`src/rtl/rme_pkg.sv`:
```
// Shared constants, types and register indexes for the modular exponentiation block.
// Depends on nothing; every other file in rtl/ imports it.
package rme_pkg;

  // Operand width used for message, exponent and modulus (8 to 32).
  localparam int WORD_BITS  = 32;
  // Port widths fixed by the interface.
  localparam int MSG_W      = 32;
  localparam int RES_W      = 32;
  localparam int CFG_DATA_W = 32;
  localparam int CFG_IDX_W  = 2;

  // The remainder unit retires this many product bits per cycle.
  localparam int STEP_BITS  = 2;
  localparam int PROD_W     = 2 * WORD_BITS;
  localparam int STEPS      = PROD_W / STEP_BITS;
  localparam int CNT_W      = $clog2(STEPS);

  // Register indexes of the configuration port.
  localparam logic [CFG_IDX_W-1:0] REG_PUBLIC_EXP  = 2'd0;
  localparam logic [CFG_IDX_W-1:0] REG_PRIVATE_EXP = 2'd1;
  localparam logic [CFG_IDX_W-1:0] REG_MODULUS     = 2'd2;

  // Command codes.
  localparam logic CMD_ENCRYPT = 1'b0;
  localparam logic CMD_DECRYPT = 1'b1;

  typedef logic [WORD_BITS-1:0] word_t;

  // Request to the shared multiply-reduce unit.
  typedef struct packed {
    logic  start;
    word_t a;
    word_t b;
    word_t n;
  } mm_req_t;

  // Response from the shared multiply-reduce unit.
  typedef struct packed {
    logic  done;
    word_t p;
  } mm_rsp_t;

endpackage

```
`src/rtl/rme_in_if.sv`:
```
// Input channel: command and message words with a valid/ready handshake.
// Depends on rme_pkg.
interface rme_in_if;
  import rme_pkg::*;

  logic             valid;
  logic             ready;
  logic             command;
  logic [MSG_W-1:0] message;

  modport source (output valid, output command, output message, input ready);
  modport sink   (input valid, input command, input message, output ready);
endinterface

```
`src/rtl/rme_out_if.sv`:
```
// Result channel: result words with a valid/ready handshake.
// Depends on rme_pkg.
interface rme_out_if;
  import rme_pkg::*;

  logic             valid;
  logic             ready;
  logic [RES_W-1:0] result;

  modport source (output valid, output result, input ready);
  modport sink   (input valid, input result, output ready);
endinterface

```
`src/rtl/rme_modmul.sv`:
```
// Shared multiply-reduce unit: p = (a * b) mod n with a restoring bit-serial remainder.
// Depends on rme_pkg. The modulus must be nonzero when a request starts.
module rme_modmul (
  input  logic             clk,
  input  logic             rst_n,
  input  rme_pkg::mm_req_t req,
  output rme_pkg::mm_rsp_t rsp
);
  import rme_pkg::*;

  localparam logic [CNT_W-1:0] LAST = CNT_W'(STEPS - 1);

  logic              busy_r;
  logic              done_r;
  logic [CNT_W-1:0]  cnt_r;
  logic [PROD_W-1:0] prod_r;
  word_t             n_r;
  word_t             rem_r;
  word_t             res_r;
  logic [PROD_W-1:0] mul_full;
  word_t             rem_step;
  logic [WORD_BITS:0] trial;

  // Exact product of the two operands, taken straight from the request registers.
  assign mul_full = {{WORD_BITS{1'b0}}, req.a} * {{WORD_BITS{1'b0}}, req.b};

  // Shift the top product bits into the remainder, subtracting n when it fits.
  always_comb begin
    rem_step = rem_r;
    trial    = '0;
    for (int k = 0; k < STEP_BITS; k++) begin
      trial = {rem_step, prod_r[PROD_W-1-k]};
      if (trial >= {1'b0, n_r}) begin
        trial = trial - {1'b0, n_r};
      end
      rem_step = trial[WORD_BITS-1:0];
    end
  end

  // Control: idle, then one pass over the product, then a one-cycle done pulse.
  always_ff @(posedge clk) begin
    if (!rst_n) begin
      busy_r <= 1'b0;
      done_r <= 1'b0;
      cnt_r  <= '0;
    end else begin
      done_r <= 1'b0;
      if (req.start && !busy_r) begin
        busy_r <= 1'b1;
        cnt_r  <= '0;
      end else if (busy_r) begin
        cnt_r <= cnt_r + 1'b1;
        if (cnt_r == LAST) begin
          busy_r <= 1'b0;
          done_r <= 1'b1;
        end
      end
    end
  end

  // Datapath registers.
  always_ff @(posedge clk) begin
    if (req.start && !busy_r) begin
      prod_r <= mul_full;
      n_r    <= req.n;
      rem_r  <= '0;
    end else if (busy_r) begin
      prod_r <= prod_r << STEP_BITS;
      rem_r  <= rem_step;
      if (cnt_r == LAST) begin
        res_r <= rem_step;
      end
    end
  end

  assign rsp.done = done_r;
  assign rsp.p    = res_r;

  // A new request never arrives while a reduction is running.
  a_no_start_busy: assert property (@(posedge clk) disable iff (!rst_n)
    req.start |-> !busy_r)
    else $error("modmul started while busy");

  // The done pulse follows the last reduction step.
  a_done_after_last: assert property (@(posedge clk) disable iff (!rst_n)
    busy_r && cnt_r == LAST |=> done_r && !busy_r)
    else $error("modmul did not finish after the last step");

  // The reduced value always lies below the modulus.
  a_res_below_n: assert property (@(posedge clk) disable iff (!rst_n)
    done_r |-> res_r < n_r)
    else $error("modmul result not reduced");

endmodule

```
`src/rtl/rme_ctrl.sv`:
```
// Sequencer for right-to-left square-and-multiply over the shared multiply-reduce unit,
// with the output register. Depends on rme_pkg, rme_in_if and rme_out_if.
module rme_ctrl (
  input  logic                            clk,
  input  logic                            rst_n,
  rme_in_if.sink                          in_ch,
  rme_out_if.source                       out_ch,
  input  logic [rme_pkg::CFG_DATA_W-1:0]  public_exponent,
  input  logic [rme_pkg::CFG_DATA_W-1:0]  private_exponent,
  input  logic [rme_pkg::CFG_DATA_W-1:0]  modulus,
  output rme_pkg::mm_req_t                mm_req,
  input  rme_pkg::mm_rsp_t                mm_rsp
);
  import rme_pkg::*;

  typedef enum logic [4:0] {
    S_IDLE = 5'b00001,
    S_BASE = 5'b00010,
    S_MUL  = 5'b00100,
    S_SQR  = 5'b01000,
    S_DONE = 5'b10000
  } state_t;

  state_t           state_r, state_nxt;
  word_t            exp_r, exp_nxt;
  word_t            acc_r, acc_nxt;
  word_t            b_r, b_nxt;
  word_t            n_r, n_nxt;
  logic             start_r, start_nxt;
  word_t            opa_r, opa_nxt;
  word_t            opb_r, opb_nxt;
  logic             out_valid_r;
  logic [RES_W-1:0] out_result_r;
  word_t            in_msg;
  word_t            in_exp;
  word_t            in_n;
  word_t            exp_shift;
  logic             out_free;

  assign in_msg    = in_ch.message[WORD_BITS-1:0];
  assign in_exp    = (in_ch.command == CMD_DECRYPT) ? private_exponent[WORD_BITS-1:0]
                                                    : public_exponent[WORD_BITS-1:0];
  assign in_n      = modulus[WORD_BITS-1:0];
  assign exp_shift = exp_r >> 1;
  assign out_free  = !out_valid_r || out_ch.ready;

  assign in_ch.ready = (state_r == S_IDLE);

  // Next-step decisions of the exponent scan.
  always_comb begin
    state_nxt = state_r;
    exp_nxt   = exp_r;
    acc_nxt   = acc_r;
    b_nxt     = b_r;
    n_nxt     = n_r;
    start_nxt = 1'b0;
    opa_nxt   = opa_r;
    opb_nxt   = opb_r;
    unique case (state_r)
      S_IDLE: begin
        if (in_ch.valid) begin
          if (in_msg == '0 || in_n == '0) begin
            acc_nxt   = '0;
            state_nxt = S_DONE;
          end else begin
            // Reduce the message first: message * 1 mod n.
            exp_nxt   = in_exp;
            n_nxt     = in_n;
            acc_nxt   = (in_n == word_t'(1)) ? '0 : word_t'(1);
            start_nxt = 1'b1;
            opa_nxt   = in_msg;
            opb_nxt   = word_t'(1);
            state_nxt = S_BASE;
          end
        end
      end
      S_BASE: begin
        if (mm_rsp.done) begin
          b_nxt = mm_rsp.p;
          if (exp_r == '0) begin
            state_nxt = S_DONE;
          end else if (exp_r[0]) begin
            start_nxt = 1'b1;
            opa_nxt   = acc_r;
            opb_nxt   = mm_rsp.p;
            state_nxt = S_MUL;
          end else begin
            start_nxt = 1'b1;
            opa_nxt   = mm_rsp.p;
            opb_nxt   = mm_rsp.p;
            state_nxt = S_SQR;
          end
        end
      end
      S_MUL: begin
        if (mm_rsp.done) begin
          acc_nxt = mm_rsp.p;
          // No higher exponent bits: the square is not needed.
          if (exp_shift == '0) begin
            state_nxt = S_DONE;
          end else begin
            start_nxt = 1'b1;
            opa_nxt   = b_r;
            opb_nxt   = b_r;
            state_nxt = S_SQR;
          end
        end
      end
      S_SQR: begin
        if (mm_rsp.done) begin
          b_nxt   = mm_rsp.p;
          exp_nxt = exp_shift;
          if (exp_shift == '0) begin
            state_nxt = S_DONE;
          end else if (exp_shift[0]) begin
            start_nxt = 1'b1;
            opa_nxt   = acc_r;
            opb_nxt   = mm_rsp.p;
            state_nxt = S_MUL;
          end else begin
            start_nxt = 1'b1;
            opa_nxt   = mm_rsp.p;
            opb_nxt   = mm_rsp.p;
            state_nxt = S_SQR;
          end
        end
      end
      S_DONE: begin
        if (out_free) begin
          state_nxt = S_IDLE;
        end
      end
      default: begin
        state_nxt = S_IDLE;
      end
    endcase
  end

  // Control registers.
  always_ff @(posedge clk) begin
    if (!rst_n) begin
      state_r     <= S_IDLE;
      start_r     <= 1'b0;
      out_valid_r <= 1'b0;
    end else begin
      state_r <= state_nxt;
      start_r <= start_nxt;
      if (state_r == S_DONE && out_free) begin
        out_valid_r <= 1'b1;
      end else if (out_ch.ready) begin
        out_valid_r <= 1'b0;
      end
    end
  end

  // Datapath registers.
  always_ff @(posedge clk) begin
    exp_r <= exp_nxt;
    acc_r <= acc_nxt;
    b_r   <= b_nxt;
    n_r   <= n_nxt;
    opa_r <= opa_nxt;
    opb_r <= opb_nxt;
    if (state_r == S_DONE && out_free) begin
      out_result_r <= RES_W'(acc_r);
    end
  end

  assign mm_req.start  = start_r;
  assign mm_req.a      = opa_r;
  assign mm_req.b      = opb_r;
  assign mm_req.n      = n_r;
  assign out_ch.valid  = out_valid_r;
  assign out_ch.result = out_result_r;

  // The unit answers only while the sequencer is waiting on it.
  a_done_when_waiting: assert property (@(posedge clk) disable iff (!rst_n)
    mm_rsp.done |-> (state_r == S_BASE || state_r == S_MUL || state_r == S_SQR))
    else $error("multiply-reduce done outside a wait state");

  // A request is issued only on leaving idle or on a response.
  a_start_source: assert property (@(posedge clk) disable iff (!rst_n)
    start_r |-> $past(state_r == S_IDLE || mm_rsp.done))
    else $error("multiply-reduce started without cause");

  // Finishing an item loads the output register and frees the input side.
  a_finish_loads_out: assert property (@(posedge clk) disable iff (!rst_n)
    state_r == S_DONE && out_free |=> out_valid_r && state_r == S_IDLE)
    else $error("finished word not presented");

endmodule

```
`src/rtl/rsa_modular_exponentiation_top.sv`:
```
// Top level of the modular exponentiation block: configuration registers and instances.
// Depends on rme_pkg, rme_in_if, rme_out_if, rme_modmul and rme_ctrl.
//
// Each input word (command, message) yields one result word, message raised to the public
// (encrypt) or private (decrypt) exponent modulo the modulus, by right-to-left binary
// square-and-multiply. All work runs through one shared multiply-reduce unit, which forms
// the exact 2*WORD_BITS product and reduces it two bits per cycle. An item costs one
// multiplication to reduce the message plus one square per exponent bit below the top set
// bit and one multiply per set bit: at most 2*WORD_BITS multiplications, far fewer for
// short exponents such as 65537. A zero message or zero modulus skips the unit and goes
// straight to the done state. The input is not ready while an item is in progress; a
// finished result sits in an output register, so the next word is taken while it waits.
// Configuration is written with cfg_we, cfg_index and cfg_wdata; the user must write it
// only while the block is idle, which the block itself does not enforce; index 0 is the
// public exponent, 1 the private exponent, 2 the modulus, 3 is ignored.
module rsa_modular_exponentiation_top (
  input  logic                           clk,
  input  logic                           rst_n,
  rme_in_if.sink                         in_ch,
  rme_out_if.source                      out_ch,
  input  logic                           cfg_we,
  input  logic [rme_pkg::CFG_IDX_W-1:0]  cfg_index,
  input  logic [rme_pkg::CFG_DATA_W-1:0] cfg_wdata
);
  import rme_pkg::*;

  logic [CFG_DATA_W-1:0] public_exponent_r;
  logic [CFG_DATA_W-1:0] private_exponent_r;
  logic [CFG_DATA_W-1:0] modulus_r;
  mm_req_t               mm_req;
  mm_rsp_t               mm_rsp;

  // Configuration registers; writes to an unused index are dropped.
  always_ff @(posedge clk) begin
    if (!rst_n) begin
      public_exponent_r  <= '0;
      private_exponent_r <= '0;
      modulus_r          <= '0;
    end else if (cfg_we) begin
      unique case (cfg_index)
        REG_PUBLIC_EXP:  public_exponent_r  <= cfg_wdata;
        REG_PRIVATE_EXP: private_exponent_r <= cfg_wdata;
        REG_MODULUS:     modulus_r          <= cfg_wdata;
        default: begin
        end
      endcase
    end
  end

  rme_ctrl u_ctrl (
    .clk              (clk),
    .rst_n            (rst_n),
    .in_ch            (in_ch),
    .out_ch           (out_ch),
    .public_exponent  (public_exponent_r),
    .private_exponent (private_exponent_r),
    .modulus          (modulus_r),
    .mm_req           (mm_req),
    .mm_rsp           (mm_rsp)
  );

  rme_modmul u_modmul (
    .clk   (clk),
    .rst_n (rst_n),
    .req   (mm_req),
    .rsp   (mm_rsp)
  );

endmodule

```
`src/flat_wrapper.sv`:
```
// flat-port wrapper written by rule: the top's interface ports become plain ports
module rsa_modular_exponentiation_top_flat import rme_pkg::*;
  (clk, rst_n, cfg_we, cfg_index, cfg_wdata, in_ch_valid, in_ch_command, in_ch_message, in_ch_ready, out_ch_valid, out_ch_result, out_ch_ready);
  rme_in_if in_ch_i ();
  rme_out_if out_ch_i ();
  input  logic clk;
  input  logic rst_n;
  input  logic cfg_we;
  input  logic [rme_pkg::CFG_IDX_W-1:0] cfg_index;
  input  logic [rme_pkg::CFG_DATA_W-1:0] cfg_wdata;
  input wire logic [$bits(in_ch_i.valid)-1:0] in_ch_valid;
  input wire logic [$bits(in_ch_i.command)-1:0] in_ch_command;
  input wire logic [$bits(in_ch_i.message)-1:0] in_ch_message;
  output wire logic [$bits(in_ch_i.ready)-1:0] in_ch_ready;
  output wire logic [$bits(out_ch_i.valid)-1:0] out_ch_valid;
  output wire logic [$bits(out_ch_i.result)-1:0] out_ch_result;
  input wire logic [$bits(out_ch_i.ready)-1:0] out_ch_ready;
  assign in_ch_i.valid = in_ch_valid;
  assign in_ch_i.command = in_ch_command;
  assign in_ch_i.message = in_ch_message;
  assign in_ch_ready = in_ch_i.ready;
  assign out_ch_valid = out_ch_i.valid;
  assign out_ch_result = out_ch_i.result;
  assign out_ch_i.ready = out_ch_ready;
  rsa_modular_exponentiation_top u_core (.clk(clk), .rst_n(rst_n), .in_ch(in_ch_i), .out_ch(out_ch_i), .cfg_we(cfg_we), .cfg_index(cfg_index), .cfg_wdata(cfg_wdata));
endmodule
```
`config.mk`:
```
export PLATFORM = sky130hd
export DESIGN_NAME = rsa_modular_exponentiation_top_flat
export DESIGN_NICKNAME = d
export VERILOG_FILES = /design/src/rtl/rme_pkg.sv /design/src/rtl/rme_in_if.sv /design/src/rtl/rme_out_if.sv /design/src/rtl/rme_modmul.sv /design/src/rtl/rme_ctrl.sv /design/src/rtl/rsa_modular_exponentiation_top.sv /design/src/flat_wrapper.sv
export SDC_FILE = /design/constraint.sdc
export NUM_CORES = 2
export LEC_CHECK = 0
export CORE_AREA = 5 5 382 384
export CTS_CLUSTER_SIZE = 20
export DETAILED_ROUTE_END_ITERATION = 8
export DIE_AREA = 0 0 387 389
export DONT_BUFFER_PORTS = 1
export PLACE_DENSITY = 0.61
export SYNTH_ARGS = -nofsm -noshare
export SYNTH_HDL_FRONTEND = slang
export SYNTH_SLANG_ARGS = --single-unit
```
`constraint.sdc`:
```
create_clock -name clk -period 11 [get_ports clk]
set_clock_uncertainty 0.1 [all_clocks]
set_input_delay 1.1 -clock clk [delete_from_list [all_inputs] [get_ports clk]]
set_output_delay 1.1 -clock clk [all_outputs]
set_load 0.005 [all_outputs]
```
==> flow_metrics.py <==
metrics = {
    "yosys": {
        "synth_nets": 7049,
        "ys_types": 86,
        "yosysWarnings": 0,
        "synth_area_um2": 56400,
        "synth.avg_cell_area_um2": 9.81,
        "ys_dominant_reg_cell": "edfxtp_1",
        "synth_area_leaders": "fa_1 32%, edfxtp_1 19%, ha_1 7.3%, and2_1 7.1%, inv_1 6.1%",
        "async_flop_share_pct": 0,
        "yosysTopAreaCell": "fa_1",
        "synth-seq-cells": 494,
        "netlist.area_leader.share_pct": 31.9,
        "synth-edff-count": 352,
        "synthCells": 5750,
        "yosysSeqAreaShare_pct": 23.8,
    },
    "timing": {
        "period_minus_slack_ps": 9450,
        "period_share_pct": 85.9,
        "finalMaxSlewViolations": 0,
        "setup_viol": 0,
        "finalSetupTns_ps": 0,
        "setup_slack_ps": 1550,
        "rsz0062_at_grt": "false",
        "relSlewSlack_pct": 7.15,
        "tightest_slew_ps": 1390,
        "fmaxAchievable_mhz": 106,
        "final-hold-violation-count": 0,
    },
    "final_layout": {
        "area_growth_pct": 6.40,
        "top_register": "u_core.u_modmul.prod_r",
        "nets": 6858,
        "finalInstanceArea_um2": 60000,
        "largest_reg_flops": 64,
        "final_cell_mix": "911 x inv_1, 898 x fa_1, 821 x nand2_1",
        "fillerInstances": 13900,
        "mostFrequentLayoutCell": "inv_1",
        "drive_gt1_share_pct": 4.45,
    },
    "worst_setup_path": {
        "crit_fanout": 32,
        "endpoint_kind": "flop",
        "rr_endpoint": "u_core.u_modmul.prod_r[57]$_DFFE_PP_",
        "r2r-start": "u_core.u_ctrl.opb_r[15]$_DFFE_PP_",
        "reg2reg_slack_ps": 1550,
        "crit_arrival_ps": 9850,
        "crit_path_start_kind": "flop",
        "r2r_cells": 22,
        "crit_required_ps": 11390,
        "crit_type": "flop to flop",
    },
    "clock_network": {
        "clk_latency_ps": 660,
        "cts_inserted_buffers": 51,
        "hold_buffers": 0,
        "cts_resized": 0,
        "clock-sinks": 494,
        "path_clk_slew_ps": 60,
        "ctsLongestPathBuffers": 3,
        "tritoncts": "yes",
        "post_cts_buffers": 0,
        "cts_root_buffer": "clkbuf_16",
        "htreeDepth": 2,
    },
    "floorplan": {
        "initial_core_util_pct": 39.6,
        "num_rows": 139,
        "die_h_um": 389,
        "dieWidth_um": 387,
        "pin_count": 106,
        "core-area_um2": 142000,
        "die-area_um2": 151000,
    },
    "detailed_routing": {
        "viasPerCell": 5.35,
        "drc": 0,
        "drt_pass1_iterations": 6,
        "wl_per_cell_um": 21.3,
        "drt_iter0_markers": 3471,
        "wl_met2_um": 74100,
        "routed.top_layer": "met4",
        "drtAntennaViolNets": 0,
        "wl_met3_um": 13100,
        "wl_um": 160000,
        "vias": 40100,
        "wl_met1_um": 67200,
    },
    "placed_design": {
        "port_buffers": 0,
        "hpwl_um": 123000,
        "place_congestion": 0.947,
        "pre_cts_slack_ps": 1740,
        "dpl-instance-area_um2": 58200,
    },
    "job": {
        "cap_violations": 0,
    },
    "grt": {
        "grt_pass1_wl_um": 252000,
        "globalRouteTotalUtil_pct": 21.3,
        "grt_max_degree": 111,
        "grt-ovfl-total": 0,
        "antenna_found_initial": 9,
        "grt_pass1_vias": 42200,
    },
    "worst_hold_path": {
        "worst_hold_path_type": "flop to flop",
        "hp-start": "u_core.u_ctrl.n_r[7]$_DFFE_PP_",
        "holdPathEnd": "u_core.u_modmul.n_r[7]$_DFFE_PP_",
        "holdPathStages": 0,
    },
    "status": {
        "status": "complete, no violations",
    },
}
[stage by stage]
step / utilization [%] / hold WS [ps] / std cells
floorplan: - / 300 / 5750
global placement: 40.9 / 302 / 7409
detailed placement: 40.9 / 305 / 7409
CTS: 42.1 / 314 / 7504
global route: 42.1 / 321 / 7504
finish: 42.1 / 316 / 7508
[worst max-delay path, cell delays in order, from the launching register on]
cell      delay [ps]
edfxtp_1        1240
and2_1           280
fa_1             440
fa_1             520
inv_1             50
fa_1             460
fa_1             510
inv_1             50
fa_1             550
fa_1             420
fa_1             530
inv_1             60
fa_1             490
inv_1             40
ha_1             400
nand4_1          200
or3_1            520
o31ai_1          830
o311ai_1         310
a31oi_1          410
o21ai_1          230
or4_1            510
nand3_1           90
[final cells by class]
class / count / area, um^2 / area share [%]
Timing Repair Buffer: 98 / 736 / 1.23
Multi-Input combinational cell: 4001 / 38300 / 63.8
Tap cell: 1903 / 2380 / 3.97
Inverter: 913 / 3430 / 5.71
Clock inverter: 32 / 428 / 0.713
Sequential cell: 494 / 13400 / 22.3
Clock buffer: 63 / 1330 / 2.22
Antenna cell: 4 / 10.0 / 0.0167
[synth_stat cells, types with 64 or more instances]
library cell / instances
nand2_1: 823
clkbuf_1: 324
inv_1: 913
fa_1: 898
nor2_1: 117
dfxtp_1: 142
xnor2_1: 64
a21boi_0: 102
ha_1: 329
o21ai_0: 140
and2_1: 636
edfxtp_1: 352
a21oi_1: 165
[worst max path at each step]
stage	start	end	slack (ps)
floorplan	u_core.u_ctrl.opb_r[8]$_DFFE_PP_	u_core.u_modmul.prod_r[63]$_DFFE_PP_	3440
global placement	u_core.u_ctrl.opa_r[12]$_DFFE_PP_	u_core.u_modmul.prod_r[61]$_DFFE_PP_	1760
detailed placement	u_core.u_ctrl.opb_r[23]$_DFFE_PP_	u_core.u_modmul.prod_r[57]$_DFFE_PP_	1740
CTS	u_core.u_ctrl.opb_r[23]$_DFFE_PP_	u_core.u_modmul.prod_r[57]$_DFFE_PP_	1710
global route	u_core.u_ctrl.opb_r[23]$_DFFE_PP_	u_core.u_modmul.prod_r[57]$_DFFE_PP_	1230
finish	u_core.u_ctrl.opb_r[15]$_DFFE_PP_	u_core.u_modmul.prod_r[57]$_DFFE_PP_	1550
[routing by layer]
metal  up-vias  global-route usage, %
met5         -                      0
met4         0                   6.18
met3       250                   4.04
met2      1511                   34.8
met1     20400                   29.0
li1      18000                      -
[cell families (layout without fill, tap and decap cells)]
kind of cell,Yosys count,count (layout),share of synthesized area [%]
flops,494,494,23.8
xor+xnor,104,104,1.61
mux,86,86,1.80
fa+ha+maj,1227,1227,39.2
compound gates,759,759,9.17
simple gates,1825,1825,16.0
buf+inv,1255,1106,8.46
other cells,0,4,0
Power is not shown: default switching activity piles up to over one toggle a cycle in this logic, so the estimate is an artifact.
